==> src/rtl/core/resource_allocator_with_wait_lists_assert.svh <==
// Assertion macros used by the resource allocator RTL.
`ifndef RESOURCE_ALLOCATOR_WITH_WAIT_LISTS_ASSERT_SVH
`define RESOURCE_ALLOCATOR_WITH_WAIT_LISTS_ASSERT_SVH
// Condition holds in the same cycle as the trigger.
`define RAWL_ASSERT_NOW(label, ante, cons, msg) \
   label: assert property (@(posedge clock) disable iff (reset) (ante) |-> (cons)) \
      else $error(msg);
// Condition holds in the cycle after the trigger.
`define RAWL_ASSERT_NEXT(label, ante, cons, msg) \
   label: assert property (@(posedge clock) disable iff (reset) (ante) |=> (cons)) \
      else $error(msg);
`endif

==> src/rtl/core/rawl_pkg.sv <==
// Shared types and constants of the resource allocator.
package rawl_pkg;

   localparam int NUM_TYPES_DEF  = 16;
   localparam int NUM_PROCS_DEF  = 16;
   localparam int COUNT_BITS_DEF = 8;

   localparam int CMD_W      = 3;
   localparam int PROC_FW    = 4;
   localparam int TYPE_FW    = 4;
   localparam int AMT_FW     = 8;
   localparam int SLOT_FW    = 4;
   localparam int REQ_DATA_W = 16;
   localparam int RSP_DATA_W = 32;

   localparam logic [CMD_W-1:0] CMD_SET_COUNT   = 3'd0;
   localparam logic [CMD_W-1:0] CMD_ALLOCATE    = 3'd1;
   localparam logic [CMD_W-1:0] CMD_RELEASE     = 3'd2;
   localparam logic [CMD_W-1:0] CMD_RELEASE_ALL = 3'd3;
   localparam logic [CMD_W-1:0] CMD_PICK_WAITER = 3'd4;

   typedef enum logic [2:0] {
      ST_CLEAR,
      ST_IDLE,
      ST_DECODE,
      ST_HELD,
      ST_SCAN,
      ST_PICK,
      ST_RALL,
      ST_EMIT
   } state_type;

   typedef struct packed {
      logic start;
      logic want_valid;
   } scan_req_type;

   typedef struct packed {
      logic done;
      logic found;
   } scan_rsp_type;

endpackage

==> src/rtl/core/rawl_scan.sv <==
// Round-robin slot scanner that tests one wait-list slot per cycle.
module rawl_scan #(
   parameter int NUM_SLOTS = rawl_pkg::NUM_PROCS_DEF,
   parameter int SLOT_W    = $clog2(rawl_pkg::NUM_PROCS_DEF)
) (
   input  logic                   clock,
   input  logic                   reset,
   input  rawl_pkg::scan_req_type scan_req,
   input  logic [SLOT_W-1:0]      start_slot,
   input  logic [NUM_SLOTS-1:0]   valid_row,
   output rawl_pkg::scan_rsp_type scan_rsp,
   output logic [SLOT_W-1:0]      hit_slot
);
   import rawl_pkg::*;

   localparam int LEFT_W = $clog2(NUM_SLOTS + 1);

   logic              busy_ff, busy_in;
   logic              want_ff, want_in;
   logic [SLOT_W-1:0] idx_ff, idx_in;
   logic [LEFT_W-1:0] left_ff, left_in;
   logic              hit;

   always_comb begin
      busy_in  = busy_ff;
      want_in  = want_ff;
      idx_in   = idx_ff;
      left_in  = left_ff;
      scan_rsp = '0;
      hit_slot = idx_ff;
      hit      = busy_ff && (valid_row[idx_ff] == want_ff);
      if (busy_ff) begin
         if (hit || (left_ff == LEFT_W'(1))) begin
            scan_rsp.done  = 1'b1;
            scan_rsp.found = hit;
            busy_in        = 1'b0;
         end else begin
            idx_in  = (idx_ff == SLOT_W'(NUM_SLOTS - 1)) ? '0 : idx_ff + 1'b1;
            left_in = left_ff - 1'b1;
         end
      end else if (scan_req.start) begin
         busy_in = 1'b1;
         want_in = scan_req.want_valid;
         idx_in  = start_slot;
         left_in = LEFT_W'(NUM_SLOTS);
      end
   end

   always_ff @(posedge clock) begin
      if (reset) begin
         busy_ff <= 1'b0;
      end else begin
         busy_ff <= busy_in;
      end
   end

   always_ff @(posedge clock) begin
      want_ff <= want_in;
      idx_ff  <= idx_in;
      left_ff <= left_in;
   end

endmodule
==> config.mk <==
export PLATFORM = sky130hd
export DESIGN_NAME = rawl_scan
export DESIGN_NICKNAME = d
export VERILOG_FILES = /design/src/rtl/core/resource_allocator_with_wait_lists_assert.svh /design/src/rtl/core/rawl_pkg.sv /design/src/rtl/core/rawl_scan.sv
export SDC_FILE = /design/constraint.sdc
export NUM_CORES = 1
export LEC_CHECK = 0
export BUFFER_PORTS_ARGS = -buffer_cell sky130_fd_sc_hd__buf_2
export CORE_MARGIN = 5
export CORE_UTILIZATION = 51
export CTS_CLUSTER_SIZE = 28
export DETAILED_ROUTE_END_ITERATION = 7
export PLACE_DENSITY_LB_ADDON = 0.12
export SLEW_MARGIN = 30
export SYNTH_ARGS = -nofsm -noshare
export SYNTH_HDL_FRONTEND = slang
export SYNTH_SLANG_ARGS = --single-unit
==> constraint.sdc <==
create_clock -name clock -period 5.9 [get_ports clock]
set_input_delay 0.59 -clock clock [delete_from_list [all_inputs] [get_ports clock]]
set_output_delay 0.59 -clock clock [all_outputs]
set_load 0.03 [all_outputs]
==> flow_summary.ini <==
[outcome]
run_status = finished, final reports clean

[yosys]
share_of_synthesized_area_occupied_by_flip_flops_and_latches_pct = 41.2
synth.area.top_cells = sky130_fd_sc_hd__edfxtp_1 (39%), sky130_fd_sc_hd__mux2i_1 (7.7%), sky130_fd_sc_hd__ha_1 (4.8%), sky130_fd_sc_hd__and2_1 (3.2%), sky130_fd_sc_hd__mux2_2 (2.9%)
syn-mean-instance-area_um2 = 10.5
post_synth_inst_count = 74
synth.cell_area_um2 = 778
post-synth-top-area-cell = sky130_fd_sc_hd__edfxtp_1
yosysUniqueCellTypes = 31
ys_ff_latch = 11
synth-warning-count = 0
synth-edff-count = 10
synth-main-ff-cell = sky130_fd_sc_hd__edfxtp_1
synth_top_cell_area_share_pct = 38.6
synth-async-reset-ratio_pct = 0
syn_nets = 101

[critical_path]
reg2reg_from = hit_slot[0]
reg2reg_setup_slack_ps = 3070
worstPathMaxFanout = 12
r2r-end = left_ff[4]
cp.arrival_ps = 2560
timing.setup.critical_path_class = register to output pin
r2r_cells = 4
worstSetupStartpointType = register
crit_path_end_kind = output pin
critPathRequiredTime_ps = 5310
cp-startpoint = hit_slot[0]

[timing]
final-max-slew-violation-count = 0
timing.clock.skew_ps = 3.73
fin_crit_ps = 3150
unrepaired_setup_endpoints_after_global_routing = no
report.final.setup_viol = 0
worstMarginPinSlew_ps = 799
maxClockFrequency_mhz = 318
postLayoutSetupSlackWorst_ps = 2750
layout_worst_path_cycle_share_pct = 53.4
maxSlewHeadroom_pct = 46.6
finalHoldViolCount = 0
fin_setup_tns_ps = 0

[power_and_ir_drop]
power_switching_w = 0.000151
max-vdd-ir-drop_uv = 220
total_leakage_power_nw = 0.439
power_frac_seq_pct = 43.2
power.share.clock_pct = 14.0
swShare_pct = 40.9
total_power_w = 0.000369
power_frac_comb_pct = 42.9
cell_internal_pwr_w = 0.000218
power-per-cell-area_nw_per_um2 = 388

[placed_design]
place_congestion = 0.793
place.detailed.instances = 116
placement.io_buffers = 29
dpl.hpwl_um = 1250
place_ws_ps = 3030

[floorplanning]
die_w_um = 49.1
row_count = 14
floorplan.io_pins = 30
coreArea_um2 = 1470
dieArea_um2 = 2410
initial_utilization_pct = 52.9
floorplan.die.height_um = 49.1

[final_layout]
instances_no_fill = 120
synthToLayoutAreaGrowth_pct = 22.2
fillers = 125
n_antenna_cell = 0
multi_input_comb_area_um2 = 424
final_core_util_pct = 64.6
register_area_um2 = 320
post_route_cells_drive_above_1_share_pct = 37.5
fin_nets = 132

[clock_network]
post_cts.repair.setup_buffers = 0
h-tree-depth = 1
ctsResizeCount = 0
root_buffer = sky130_fd_sc_hd__clkbuf_4
clk_pin_slew_ps = 70
hold_buffers = 0
tritoncts.num_buffers = 3
cts_tree = built
clockBufferDepth = 2
insertion_delay_ps = 270
clock-sinks = 11

[global_route]
antenna_found_initial = 0
grt_use_met2_pct = 24.9
globalRoute.busiestLayer = met2
grt_usage_pct = 14.5
first_global_vias = 714
global_route.usage.met3_pct = 5.50
grt_first_pass_wirelength_um = 2830
grt_start_max_net_pins = 17
grtUsageMet1_pct = 16.2
overflow = 0

[worst_hold_path]
whs_endpoint = busy_ff
hold_path.startpoint = reset
worst_min_path_class = input port to register
whs_path_depth = 2

[detailed_routing]
number_of_vias_after_detailed_routing = 676
avgRoutedWirePerCell_um = 13.3
detail_route.wirelength_um = 1600
ant_nets = 0
detail_route.vias_per_cell = 5.63
drt_pre_antenna_iters = 4
first_iter_violations = 14
drc_errors = 0

[flow_run]
maxCapViolCount = 0
metrics by stage:
stage	hold slack, ps	instance area [um2]
floorplan	582	778
global placement	612	925
detailed placement	633	925
CTS	471	951
global route	475	951
finish	476	951
how the worst max path moves through the flow:
stage / endpoint / slack, ps / depth (start not counted)
6_report: scan_rsp[1] / 2750 / 5
5_1_grt: scan_rsp[1] / 2610 / 5
4_1_cts: scan_rsp[1] / 2730 / 5
3_3_place_gp: scan_rsp[1] / 3070 / 5
3_5_place_dp: scan_rsp[1] / 3030 / 5
2_1_floorplan: scan_rsp[0] / 3060 / 5
cells in the mapped netlist, drive strengths merged (3+ instances only):
library cell	instances
nor2b	3
inv	4
ha	3
edfxtp	10
a21oi	4
mux2i	6
nor2	5
nand2	3
o21ai	3
and2	4
nand3	3
power groups by stage:
stage | sequential [W] | clock (W) | combinational [W]
2_1_floorplan | 0.000156 | 0 | 0.000124
3_3_place_gp | 0.000160 | 0 | 0.000154
3_5_place_dp | 0.000161 | 0 | 0.000159
4_1_cts | 0.000160 | 0.0000534 | 0.000160
5_1_grt | 0.000166 | 0.0000588 | 0.000177
6_report | 0.000159 | 0.0000517 | 0.000158
worst max-delay path: stages, from the launching register on:
cell and delay (ps):
sky130_fd_sc_hd__edfxtp_1 630, sky130_fd_sc_hd__mux4_2 560, sky130_fd_sc_hd__o2111a_2 290, sky130_fd_sc_hd__or4b_4 530
sky130_fd_sc_hd__nand3_2 80, sky130_fd_sc_hd__buf_2 190
sequential cells by signal, summed over array words and instances, names as in the netlist:
signal	cells
left_ff	5
busy_ff	1
want_ff	1
hit_slot	4
layer usage:
layer	wire length, um	share of wire (%)	vias up
met5	0	0	-
met4	9	0.56	0
met3	119	7.4	2
met2	795	50	22
met1	676	42	315
li1	-	-	337
cell families after synthesis:
| group | after synthesis | share of synthesized area [%] |
|---|---|---|
| AO/OA/AOI/OAI | 12 | 10.1 |
| XOR/XNOR | 3 | 3.38 |
| adder cells (fa/ha/maj) | 3 | 4.82 |
| buffers and inverters | 7 | 4.34 |
| flip-flops | 11 | 41.2 |
| multiplexers | 9 | 13.5 |
| AND/OR/NAND/NOR | 29 | 22.7 |
area by class of cell:
class	instances	area share [%]
clock buffers	4	2.76
inverters	4	1.58
multi-input cells	56	44.6
flip-flops and latches	11	33.7
well taps	16	2.11
repair buffers	29	15.3
cell usage in the layout, fill, tap and decap left out, types with 3 or more instances in the layout:
cell type / netlist / final
sky130_fd_sc_hd__a21oi_1: 4 / 4
sky130_fd_sc_hd__and2_1: 4 / 4
sky130_fd_sc_hd__buf_2: 0 / 29
sky130_fd_sc_hd__clkbuf_4: 0 / 3
sky130_fd_sc_hd__edfxtp_1: 10 / 10
sky130_fd_sc_hd__ha_1: 3 / 3
sky130_fd_sc_hd__inv_1: 4 / 4
sky130_fd_sc_hd__mux2i_1: 6 / 6
sky130_fd_sc_hd__nand2_1: 3 / 3
sky130_fd_sc_hd__nor2_1: 5 / 5
sky130_fd_sc_hd__nor2b_1: 3 / 3
sky130_fd_sc_hd__o21ai_0: 3 / 3
No activity file was read; power rests on OpenSTA's default activity.
